--- config.mk ---
export PLATFORM = sky130hd
export DESIGN_NAME = arm_add_sub_alu_with_flags_flat
export DESIGN_NICKNAME = d
export VERILOG_FILES = /design/src/rtl/core/arm_alu_pkg.sv /design/src/rtl/core/arm_alu_if.sv /design/src/rtl/core/arm_alu_with_flags_top.sv /design/src/rtl/core/arm_alu_ram.sv /design/src/rtl/core/arm_alu_exec.sv /design/src/flat_wrapper.sv
export SDC_FILE = /design/constraint.sdc
export NUM_CORES = 1
export LEC_CHECK = 0
export ABC_AREA = 0
export ABC_CLOCK_PERIOD_IN_PS = 5200
export BUFFER_PORTS_ARGS = -buffer_cell sky130_fd_sc_hd__buf_2
export CAP_MARGIN = 40
export CORE_UTILIZATION = 58
export CTS_BUF_LIST = sky130_fd_sc_hd__clkbuf_8
export DETAILED_ROUTE_END_ITERATION = 8
export GPL_ROUTABILITY_DRIVEN = 1
export GPL_TIMING_DRIVEN = 0
export PLACE_DENSITY = 0.78
export REMOVE_ABC_BUFFERS = 1
export SLEW_MARGIN = 20
export SYNTH_ARGS = -nofsm -noshare
export SYNTH_HDL_FRONTEND = slang
export SYNTH_SLANG_ARGS = --single-unit
--- constraint.sdc ---
create_clock -name clk -period 5.2 [get_ports clk]
set_input_delay 0.52 -clock clk [delete_from_list [all_inputs] [get_ports clk]]
set_output_delay 0.52 -clock clk [all_outputs]
set_load 0.1 [all_outputs]
--- src/rtl/core/arm_alu_pkg.sv ---
// ----------------------------------------------------------------------------
// ARM add/subtract ALU package
// Shared constants and types for the add/subtract ALU with condition flags.
// ----------------------------------------------------------------------------
package arm_alu_pkg;

  // Register file geometry. Entry 15 is the program counter.
  localparam int unsigned REG_COUNT = 16;
  localparam int unsigned REG_IDX_W = 4;
  localparam int unsigned DATA_W    = 32;
  localparam logic [REG_IDX_W-1:0] PC_INDEX = 4'd15;

  // Operation codes.
  localparam logic [2:0] OP_ADD = 3'd0;
  localparam logic [2:0] OP_ADC = 3'd1;
  localparam logic [2:0] OP_SUB = 3'd2;
  localparam logic [2:0] OP_SBC = 3'd3;
  localparam logic [2:0] OP_RSB = 3'd4;
  localparam logic [2:0] OP_RSC = 3'd5;

  // Positions of the condition flags in a status word.
  localparam int unsigned N_BIT = 31;
  localparam int unsigned V_BIT = 28;

  localparam logic [DATA_W-1:0] PC_STEP = 32'd4;

  // Condition flags, in status word order.
  typedef struct packed {
    logic n;
    logic z;
    logic c;
    logic v;
  } flags_t;

  // Result of one ALU operation.
  typedef struct packed {
    logic              valid;
    logic [DATA_W-1:0] result;
    flags_t            flags;
  } alu_res_t;

endpackage

--- src/rtl/core/arm_alu_if.sv ---
// ----------------------------------------------------------------------------
// ARM add/subtract ALU channels
// Request channel (one instruction) and response channel (result and state).
// ----------------------------------------------------------------------------
interface arm_alu_req_if;
  logic        valid;
  logic        ready;
  logic [2:0]  req_type;
  logic        set_flags;
  logic [3:0]  dest_index;
  logic [3:0]  src_index;
  logic [31:0] operand_b;

  modport source (
    output valid, req_type, set_flags, dest_index, src_index, operand_b,
    input  ready
  );
  modport sink (
    input  valid, req_type, set_flags, dest_index, src_index, operand_b,
    output ready
  );
endinterface

interface arm_alu_rsp_if;
  logic        valid;
  logic        ready;
  logic [31:0] result_value;
  logic        flag_n;
  logic        flag_z;
  logic        flag_c;
  logic        flag_v;
  logic [31:0] next_pc;

  modport source (
    output valid, result_value, flag_n, flag_z, flag_c, flag_v, next_pc,
    input  ready
  );
  modport sink (
    input  valid, result_value, flag_n, flag_z, flag_c, flag_v, next_pc,
    output ready
  );
endinterface

--- src/rtl/core/arm_alu_with_flags_top.sv ---
// ----------------------------------------------------------------------------
// ARM add/subtract ALU with flags
// Top level: register file RAM, forwarding, execute stage and result register.
// ----------------------------------------------------------------------------
// Usage:
//   The req channel carries one ADD/ADC/SUB/SBC/RSB/RSC instruction per
//   request. The rsp channel returns the value written to Rd, the N/Z/C/V
//   flags and the program counter after that instruction, one response per
//   request and in order. saved_status is written through cfg_we/cfg_wdata
//   only while no instruction is in flight; the user must keep to this, as
//   the block does not enforce it. One request is taken every cycle while
//   the receiver does not stall; the rate is set by the single register
//   file read port, read as the request is taken, ahead of execution, with
//   the write of the previous instruction forwarded around the RAM.
//   Reset clears the valid bits of registers 0 to 14 (so they read as zero),
//   the program counter, the flags and saved_status. No clearing pass.
//   When the receiver stalls, the response register holds and the execute
//   stage holds its instruction. req.ready is low in every stalled cycle in
//   which the execute stage is occupied, so it falls in the same cycle when
//   the stage is already full and one request later when it is empty.
// ----------------------------------------------------------------------------
module arm_add_sub_alu_with_flags
  import arm_alu_pkg::*;
(
  input  logic                 clk,
  input  logic                 rst,
  arm_alu_req_if.sink          req,
  arm_alu_rsp_if.source        rsp,
  input  logic                 cfg_we,
  input  logic [DATA_W-1:0]    cfg_wdata
);

  // Execute stage registers.
  logic                 s1_valid;
  logic [2:0]           s1_op;
  logic                 s1_s;
  logic [REG_IDX_W-1:0] s1_rd;
  logic [REG_IDX_W-1:0] s1_rn;
  logic [DATA_W-1:0]    s1_shop;
  logic                 byp_hit;
  logic [DATA_W-1:0]    byp_data;

  // Architectural state held in flip-flops.
  logic [DATA_W-1:0]    pc;
  logic [DATA_W-1:0]    pc_next;
  flags_t               flags;
  flags_t               flags_next;
  flags_t               saved_flags;
  logic [REG_COUNT-1:0] reg_valid;

  // Response register.
  logic                 out_valid;
  logic [DATA_W-1:0]    out_result;
  flags_t               out_flags;
  logic [DATA_W-1:0]    out_pc;

  logic                 accept;
  logic                 s1_go;
  logic                 ram_we;
  logic [DATA_W-1:0]    ram_q;
  logic [DATA_W-1:0]    rn_value;
  alu_res_t             alu_res;

  // Handshake: the execute stage moves when the response register frees up.
  assign s1_go     = s1_valid && (!out_valid || rsp.ready);
  assign req.ready = !s1_valid || s1_go;
  assign accept    = req.valid && req.ready;

  // Register file for entries 0 to 14; the program counter lives in pc.
  assign ram_we = s1_go && alu_res.valid && (s1_rd != PC_INDEX);

  arm_alu_ram #(
    .WIDTH (DATA_W),
    .DEPTH (REG_COUNT)
  ) u_regfile (
    .clk   (clk),
    .we    (ram_we),
    .waddr (s1_rd),
    .wdata (alu_res.result),
    .re    (accept),
    .raddr (req.src_index),
    .rdata (ram_q)
  );

  // Rn select: program counter, forwarded write, RAM, or reset value.
  always_comb begin
    priority if (s1_rn == PC_INDEX) begin
      rn_value = pc;
    end else if (byp_hit) begin
      rn_value = byp_data;
    end else if (reg_valid[s1_rn]) begin
      rn_value = ram_q;
    end else begin
      rn_value = '0;
    end
  end

  arm_alu_exec u_exec (
    .op        (s1_op),
    .rn_value  (rn_value),
    .operand_b (s1_shop),
    .carry_in  (flags.c),
    .res       (alu_res)
  );

  // Next flags and program counter.
  always_comb begin
    flags_next = flags;
    if (alu_res.valid && s1_s) begin
      if (s1_rd == PC_INDEX) begin
        flags_next = saved_flags;
      end else begin
        flags_next = alu_res.flags;
      end
    end
    if (alu_res.valid && (s1_rd == PC_INDEX)) begin
      pc_next = alu_res.result;
    end else begin
      pc_next = pc + PC_STEP;
    end
  end

  // Execute stage capture, with forwarding of the write done in the same cycle.
  always_ff @(posedge clk) begin
    if (rst) begin
      s1_valid <= 1'b0;
    end else if (req.ready) begin
      s1_valid <= req.valid;
    end
    if (accept) begin
      s1_op    <= req.req_type;
      s1_s     <= req.set_flags;
      s1_rd    <= req.dest_index;
      s1_rn    <= req.src_index;
      s1_shop  <= req.operand_b;
      byp_hit  <= ram_we && (s1_rd == req.src_index);
      byp_data <= alu_res.result;
    end
  end

  // State update when an instruction retires.
  always_ff @(posedge clk) begin
    if (rst) begin
      pc        <= '0;
      flags     <= '0;
      reg_valid <= '0;
    end else if (s1_go) begin
      pc    <= pc_next;
      flags <= flags_next;
      if (ram_we) begin
        reg_valid[s1_rd] <= 1'b1;
      end
    end
  end

  // Saved status register; only the flag bits are ever visible.
  always_ff @(posedge clk) begin
    if (rst) begin
      saved_flags <= '0;
    end else if (cfg_we) begin
      saved_flags <= flags_t'(cfg_wdata[N_BIT:V_BIT]);
    end
  end

  // Response register.
  always_ff @(posedge clk) begin
    if (rst) begin
      out_valid <= 1'b0;
    end else if (s1_go) begin
      out_valid <= 1'b1;
    end else if (rsp.ready) begin
      out_valid <= 1'b0;
    end
    if (s1_go) begin
      out_result <= alu_res.valid ? alu_res.result : '0;
      out_flags  <= flags_next;
      out_pc     <= pc_next;
    end
  end

  assign rsp.valid        = out_valid;
  assign rsp.result_value = out_result;
  assign rsp.flag_n       = out_flags.n;
  assign rsp.flag_z       = out_flags.z;
  assign rsp.flag_c       = out_flags.c;
  assign rsp.flag_v       = out_flags.v;
  assign rsp.next_pc      = out_pc;

endmodule

--- src/rtl/core/arm_alu_ram.sv ---
// ----------------------------------------------------------------------------
// ARM ALU generic RAM
// Simple dual-port RAM: one write port, one read port with registered data.
// ----------------------------------------------------------------------------
module arm_alu_ram #(
  parameter int unsigned WIDTH = 32,
  parameter int unsigned DEPTH = 16
) (
  input  logic                     clk,
  input  logic                     we,
  input  logic [$clog2(DEPTH)-1:0] waddr,
  input  logic [WIDTH-1:0]         wdata,
  input  logic                     re,
  input  logic [$clog2(DEPTH)-1:0] raddr,
  output logic [WIDTH-1:0]         rdata
);

  logic [WIDTH-1:0] mem [DEPTH];

  // Write port; a read of the same address in the same cycle returns old data.
  always_ff @(posedge clk) begin
    if (we) begin
      mem[waddr] <= wdata;
    end
    if (re) begin
      rdata <= mem[raddr];
    end
  end

endmodule

--- src/rtl/core/arm_alu_exec.sv ---
// ----------------------------------------------------------------------------
// ARM ALU execute unit
// Operand selection, 33-bit add with carry in, and N/Z/C/V generation.
// ----------------------------------------------------------------------------
module arm_alu_exec
  import arm_alu_pkg::*;
(
  input  logic [2:0]        op,
  input  logic [DATA_W-1:0] rn_value,
  input  logic [DATA_W-1:0] operand_b,
  input  logic              carry_in,
  output alu_res_t          res
);

  logic [DATA_W-1:0] opa;
  logic [DATA_W-1:0] opb;
  logic              cin;
  logic              op_ok;
  logic [DATA_W:0]   sum;

  // Pick operands: subtraction is done as a + ~b + carry.
  always_comb begin
    opa   = '0;
    opb   = '0;
    cin   = 1'b0;
    op_ok = 1'b1;
    unique case (op)
      OP_ADD: begin
        opa = rn_value;  opb = operand_b;  cin = 1'b0;
      end
      OP_ADC: begin
        opa = rn_value;  opb = operand_b;  cin = carry_in;
      end
      OP_SUB: begin
        opa = rn_value;  opb = ~operand_b; cin = 1'b1;
      end
      OP_SBC: begin
        opa = rn_value;  opb = ~operand_b; cin = carry_in;
      end
      OP_RSB: begin
        opa = operand_b; opb = ~rn_value;  cin = 1'b1;
      end
      OP_RSC: begin
        opa = operand_b; opb = ~rn_value;  cin = carry_in;
      end
      default: begin
        op_ok = 1'b0;
      end
    endcase
  end

  assign sum = {1'b0, opa} + {1'b0, opb} + {{DATA_W{1'b0}}, cin};

  // Result and the flags it would set.
  always_comb begin
    res.valid   = op_ok;
    res.result  = sum[DATA_W-1:0];
    res.flags.n = sum[DATA_W-1];
    res.flags.z = (sum[DATA_W-1:0] == '0);
    res.flags.c = sum[DATA_W];
    res.flags.v = (opa[DATA_W-1] ^ sum[DATA_W-1]) & (opb[DATA_W-1] ^ sum[DATA_W-1]);
  end

endmodule
--- src/flat_wrapper.sv ---
// flat-port wrapper written by rule: the top's interface ports become plain ports
module arm_add_sub_alu_with_flags_flat import arm_alu_pkg::*;
  (clk, rst, cfg_we, cfg_wdata, req_valid, req_req_type, req_set_flags, req_dest_index, req_src_index, req_operand_b, req_ready, rsp_valid, rsp_result_value, rsp_flag_n, rsp_flag_z, rsp_flag_c, rsp_flag_v, rsp_next_pc, rsp_ready);
  arm_alu_req_if req_i ();
  arm_alu_rsp_if rsp_i ();
  input  logic clk;
  input  logic rst;
  input  logic cfg_we;
  input  logic [DATA_W-1:0] cfg_wdata;
  input wire logic [$bits(req_i.valid)-1:0] req_valid;
  input wire logic [$bits(req_i.req_type)-1:0] req_req_type;
  input wire logic [$bits(req_i.set_flags)-1:0] req_set_flags;
  input wire logic [$bits(req_i.dest_index)-1:0] req_dest_index;
  input wire logic [$bits(req_i.src_index)-1:0] req_src_index;
  input wire logic [$bits(req_i.operand_b)-1:0] req_operand_b;
  output wire logic [$bits(req_i.ready)-1:0] req_ready;
  output wire logic [$bits(rsp_i.valid)-1:0] rsp_valid;
  output wire logic [$bits(rsp_i.result_value)-1:0] rsp_result_value;
  output wire logic [$bits(rsp_i.flag_n)-1:0] rsp_flag_n;
  output wire logic [$bits(rsp_i.flag_z)-1:0] rsp_flag_z;
  output wire logic [$bits(rsp_i.flag_c)-1:0] rsp_flag_c;
  output wire logic [$bits(rsp_i.flag_v)-1:0] rsp_flag_v;
  output wire logic [$bits(rsp_i.next_pc)-1:0] rsp_next_pc;
  input wire logic [$bits(rsp_i.ready)-1:0] rsp_ready;
  assign req_i.valid = req_valid;
  assign req_i.req_type = req_req_type;
  assign req_i.set_flags = req_set_flags;
  assign req_i.dest_index = req_dest_index;
  assign req_i.src_index = req_src_index;
  assign req_i.operand_b = req_operand_b;
  assign req_ready = req_i.ready;
  assign rsp_valid = rsp_i.valid;
  assign rsp_result_value = rsp_i.result_value;
  assign rsp_flag_n = rsp_i.flag_n;
  assign rsp_flag_z = rsp_i.flag_z;
  assign rsp_flag_c = rsp_i.flag_c;
  assign rsp_flag_v = rsp_i.flag_v;
  assign rsp_next_pc = rsp_i.next_pc;
  assign rsp_i.ready = rsp_ready;
  arm_add_sub_alu_with_flags u_core (.clk(clk), .rst(rst), .req(req_i), .rsp(rsp_i), .cfg_we(cfg_we), .cfg_wdata(cfg_wdata));
endmodule
== Word-level counts from Yosys, hierarchy flattened ==
Memories as Yosys holds them, arrays and structs flattened. A register that Yosys moved wholly into a read port is not among the register bits.
Cells that the tools add are included.

* Magnitude comparators: 3
* Eq/ne operators: 9
* Add/sub/neg operators: 3
* Reduce and logical (&&, ||, !) cells: 23
* Bitwise operators: 6
* Mux-type cells: 18

{| class="wikitable"
|+ Operators with widths
! cell !! number
|-
| 32-bit 2-to-1 mux || 4
|-
| 32-bit case mux with 3 select lines || 1
|-
| 32-bit inverter || 2
|-
| 32-bit case mux with 2 select lines || 1
|-
| 32-bit by 32-bit adder with 33-bit output || 1
|-
| 33-bit by 1-bit adder with 33-bit output || 1
|-
| 32-bit by 3-bit adder with 32-bit output, second input constant || 1
|-
| 32-bit zero test || 1
|-
| 16-bit bitwise OR || 1
|-
| 4-bit by 5-bit less-than comparator with 1-bit output, second input constant || 2
|-
| 4-bit == test, second input constant || 2
|-
| 1-bit logical AND || 8
|-
| 4-bit 2-to-1 mux || 2
|-
| 2-bit OR reduction || 4
|-
| 1-bit 2-to-1 mux || 7
|-
| 3-bit by 2-bit == test with 1-bit output, second input constant || 2
|-
| 3-bit == test, second input constant || 2
|-
| 6-bit OR reduction || 1
|-
| 1-bit binary-select mux with 4-bit select || 1
|-
| 1-bit demux with 4-bit select || 1
|-
| 4-bit == test || 1
|-
| 4-bit by 1-bit >= comparator with 1-bit output, second input constant || 1
|-
| 4-bit inequality test, second input constant || 1
|-
| 4-bit OR reduction || 1
|-
| 10 further kinds || 13
|}

* Output and inout bits: 70
* Memory bits (writable): 512
* Memories: 1
* Word-level logic and storage cells: 88
* Input port bits: 81
* Flip-flop bits (word level): 203

{| class="wikitable"
|+ Memories
! name !! words !! bits a word !! rd ports !! clocked after memory_dff !! wr ports !! line !! RTL
|-
| u_core.u_regfile.mem || 16 || 32 || 1 || 1 || 1 || arm_alu_ram.sv:18 || <nowiki>logic [WIDTH-1:0] mem [DEPTH];</nowiki>
|}

== Longest topological paths before layout ==
* Depth after elaboration: 13
* Mapped depth: 23
* Mapped depth without buffers: 22

== By module ==
A second synthesis with hierarchy kept.

* Cells, all modules: 2210
* Area, all modules: 32645.1 sq um

{| class="wikitable"
|+ By module, submodules not included
! module !! times used !! seq. area each (sq um) !! cells an instance !! area an instance (sq um)
|-
| arm_alu_ram || 1 || 16335.7 || 838 || 20174.3
|-
| arm_add_sub_alu_with_flags || 1 || 5515.3 || 831 || 9112.5
|-
| arm_alu_exec || 1 || 0.0 || 541 || 3358.2
|}

== Worst setup path after synthesis ==
OpenSTA, ideal clock, no wires.

* Path kind: reg-to-reg
* Start point: register u_core.s1_rn[0]
* End point: register u_core.out_flags (netlist bit u_core.rsp.flag_v) (data pin)
* Data required time: 4939 ps
* Arrival time: 5227 ps
* Period minus slack after synthesis: 5487 ps
* Stages on the path, launching flop included: 20
* Path buffers: 1
* Path slack: -287 ps
* Library setup time: 261 ps
* Cell sequence: edfxtp_1 mux4_2 mux4_2 clkbuf_1 nand2_1 nor2_1 a21oi_1 nor2_1 a21oi_1 nand3b_1 o21ai_0 ha_1 o21ai_0 o21ai_0 a31oi_1 mux2_2 a311oi_1 o21ai_0 nand3_1 nand3_1

{| class="wikitable"
|+ RTL lines
! element !! line !! RTL
|-
| start: declaration || arm_alu_with_flags_top.sv:38 || <nowiki>logic [REG_IDX_W-1:0] s1_rn;</nowiki>
|-
| start signal: assignment || arm_alu_with_flags_top.sv:134 || <nowiki>s1_rn <= req.src_index;</nowiki>
|-
| end signal: assignment || arm_alu_with_flags_top.sv:176 || <nowiki>out_flags <= flags_next;</nowiki>
|-
| end: declaration || arm_alu_with_flags_top.sv:54 || <nowiki>flags_t out_flags;</nowiki>
|}

==> flow_summary.yaml <==
cts:
  insertion_delay_ns: 0.72
  clock-root-buffer: "clkbuf_8"
  path_clk_slew_ns: 0.06
  h-tree-depth: 3
  clock_path_buffers: 3
  clock-sinks: 747
  numCtsBuffers: 109
  cts_tree: "yes"
min_path:
  min_path_type: "in2reg"
  hold_depth: 3
  hp-start: "cfg_wdata[30]"
power_and_ir_drop:
  peakVddDrop_mv: 0.1827
  leakagePower_nw: 13.20
  power.total_mw: 14.23
  p_per_area_mw_per_mm2: 369.1
final_layout:
  postLayoutCellArea_mm2: 0.03857
  final_nets: 2533
  mostFrequentLayoutCell: "edfxtp_1"
  layout.cells.non_filler: 3207
  utilization: 0.7111
  drive_gt1_frac: 0.3013
  syn_to_final_growth_pct: 20.31
  final_cell_mix: "edfxtp_1 (689), nor2_1 (171), mux4_2 (167), nand2_1 (166), buf_2 (120)"
outcome:
  status: "finished, violations left"
  violations: "negative setup slack"
route:
  num_vias: 20770
  wl_per_cell_um: 26.83
  ant_nets: 0
  first_iter_violations: 2478
  routed_wl_um: 86030
  viasPerCell: 6.476
  drc: 0
  drt_first_pass_iters: 5
yosys:
  ys_types: 72
  synth_top_family_by_area: "multiplexers"
  synthArstFlopShare: 0
  synth_top_flop_cell: "edfxtp_1"
  ys_seq_area_frac: 0.6815
  synth_edf_count: 689
  synth_compound_area_frac: 0.06057
  ys_ff_latch: 747
  ys_warn_count: 0
  syn-cell-area_mm2: 0.03206
  synth_top_cell_by_area: "edfxtp_1"
  yosys.area_share.simple: 0.08359
  synthAdderAreaFrac: 0.01374
  syn_inst: 2085
  synthMuxAreaShare: 0.1195
  syn_avg_cell_area_um2: 15.38
  synth-xor-area-share: 0.02236
  yosys-top-cells-area: "edfxtp_1 (65%), mux4_2 (12%), dfxtp_1 (3.6%)"
  synth_top_area_frac: 0.6453
timing:
  finalSetupViolCount: 83
  rsz0062_at_grt: "yes"
  slew_headroom: 0.4888
  hold-worst-slack_ns: 0.06515
  report.final.slew_viol_count: 0
  finalCritPeriodShare: 1.102
  max_freq_mhz: 174.5
  setup_slack_ns: -0.5322
  worst_clock_skew_ns: 0.04310
  period_minus_slack_ns: 5.732
  worstMarginPinSlew_ns: 0.7650
  finalSetupTns_ns: -18.02
  hold_violations: 0
global_routing:
  grt_pass1_wl_um: 127100
  grt_pass1_vias: 20750
  track_usage: 0.3083
  antenna_found_initial: 2
  grt-ovfl-total: 0
  grt_max_degree: 87
placement:
  place_ws_ns: -1.531
  place_inst: 2885
  dpl-instance-area_mm2: 0.03463
  port_buffers: 122
  gp_congestion: 0.9043
  hpwl_um: 51320
run:
  drv_cap: 0
worst_setup_path:
  cp.arrival_ns: 6.16
  reg2reg_to: "u_core.rsp.flag_z"
  r2r_slack_ns: -0.53
  path_class: "reg2reg"
  required_ns: 5.63
  critPathLaunch: "u_core.s1_rn[0]"
  r2r_start: "u_core.s1_rn[0]"
  cp_max_fo: 5
  cp-start-kind: "flip-flop"
  reg2regPathDepth: 23
  critPathCaptureType: "flip-flop"
  crit_path_end: "u_core.rsp.flag_z"
floorplan:
  die_x_um: 237.1
  fp.dieH_um: 237.1
  core_area_mm2: 0.05424
  start_util: 0.5911
  num_io_pins: 151
  die_area_mm2: 0.05622
  num_rows: 85
[cell type report]
type,count,area (um^2)
Clock buffer,114,1569
Clock inverter,88,500.5
Antenna cell,2,5.005
Multi-Input combinational cell,1219,10600
Fill cell,3097,15670
Inverter,36,186.4
Timing Repair Buffer,305,2984
Sequential cell,747,21850
Tap cell,696,870.8
[power by group]
part           total (mW)  internal [mW]  switching, mW  leakage (nW)
clock                4.51           2.25           2.27          1.19
combinational        2.44          0.817           1.63          5.18
sequential           7.28           7.17          0.107          6.83
total                14.2           10.2           4.00          13.2
[timing repair]
item                                    CTS  global route
setup buffers                            52            19
pin swaps                                34            31
hold buffers                             40             0
endpoints found under the setup margin  458           278
gates cloned                              4             0
endpoints found under the hold margin    40             0
gates resized for setup                 119            71
[cell families (layout without fill, tap and decap cells)]
group,count (synthesis),after routing
buffers and inverters,153,543
other,1,34
flip-flops,747,747
AND/OR/NAND/NOR,557,557
AO/OA/AOI/OAI,336,336
XOR/XNOR,81,82
multiplexers,176,178
adder cells (fa/ha/maj),34,34
[how the worst min path moves through the flow]
stage	endpoint	slack [ns]
after floorplan	u_core.flags[0]	0.43
after global placement	u_core.reg_valid[9]	0.45
after detailed placement	u_core.reg_valid[15]	0.47
after CTS	u_core.saved_flags[2]	0.01
after global routing	u_core.saved_flags[2]	0.05
final	u_core.saved_flags[2]	0.07
[state kept, by name, summed over array words and instances, names as in the netlist, 16 cells and up]
signal / count
u_core.byp_data: 32
u_core.pc: 32
u_core.reg_valid: 16
u_core.rsp.next_pc: 32
u_core.rsp.result_value: 32
u_core.s1_shop: 32
u_core.u_regfile.mem: 512
u_core.u_regfile.rdata: 32
[critical path, stage by stage, from the launching register on]
cell and delay, ns:
edfxtp_1 0.40, buf_12 0.15, mux4_2 0.57, mux4_2 0.61, nand2_2 0.11, nor2_2 0.04
a21oi_2 0.11, nor2_2 0.06, a21oi_2 0.20, o21ai_2 0.12, fa_2 0.45, inv_2 0.09
fa_2 0.24, nand2b_4 0.16, a21oi_4 0.06, o211ai_1 0.19, buf_4 0.17, nand4b_1 0.25
buf_4 0.24, a31o_1 0.20, or4b_4 0.52, and4_1 0.22, nand4b_1 0.15, a31oi_1 0.12
[Yosys cell counts (3+ instances only)]
cell type  instances
mux4_2           165
a31oi_1            6
buf_1             32
ha_1              32
o211a_1            4
o21ai_0          119
mux2i_1            8
clkbuf_1          72
nand2_1          170
nor2b_1            7
edfxtp_1         689
o31ai_1            4
a21oi_1          130
a211oi_1          12
dfxtp_1           58
xnor2_1           64
nand4_1           13
and4_1             9
o21bai_1           4
mux2_2             3
and3_1            11
nor3_1            20
o21a_1             7
inv_1             35
nand2b_1           8
nand3b_1          66
xor2_1            16
nand4b_1           3
buf_2              9
o21ai_1            5
o211ai_1           7
clkbuf_2           3
nand3_1           22
nor2_1           190
a211o_1            4
nor4_1             4
or2_2              5
a21o_1            11
or3_1              5
and2_1            15
[layer usage]
metal  global-route usage  vias up  wire length, um
met1               0.4002    10360            31600
li1                     -     8729                -
met4               0.1683        0             4715
met5                    0        -                0
met2               0.5068     1345            42190
met3              0.04488      333             7528
Note: power is estimated with default switching activity, not from simulation.
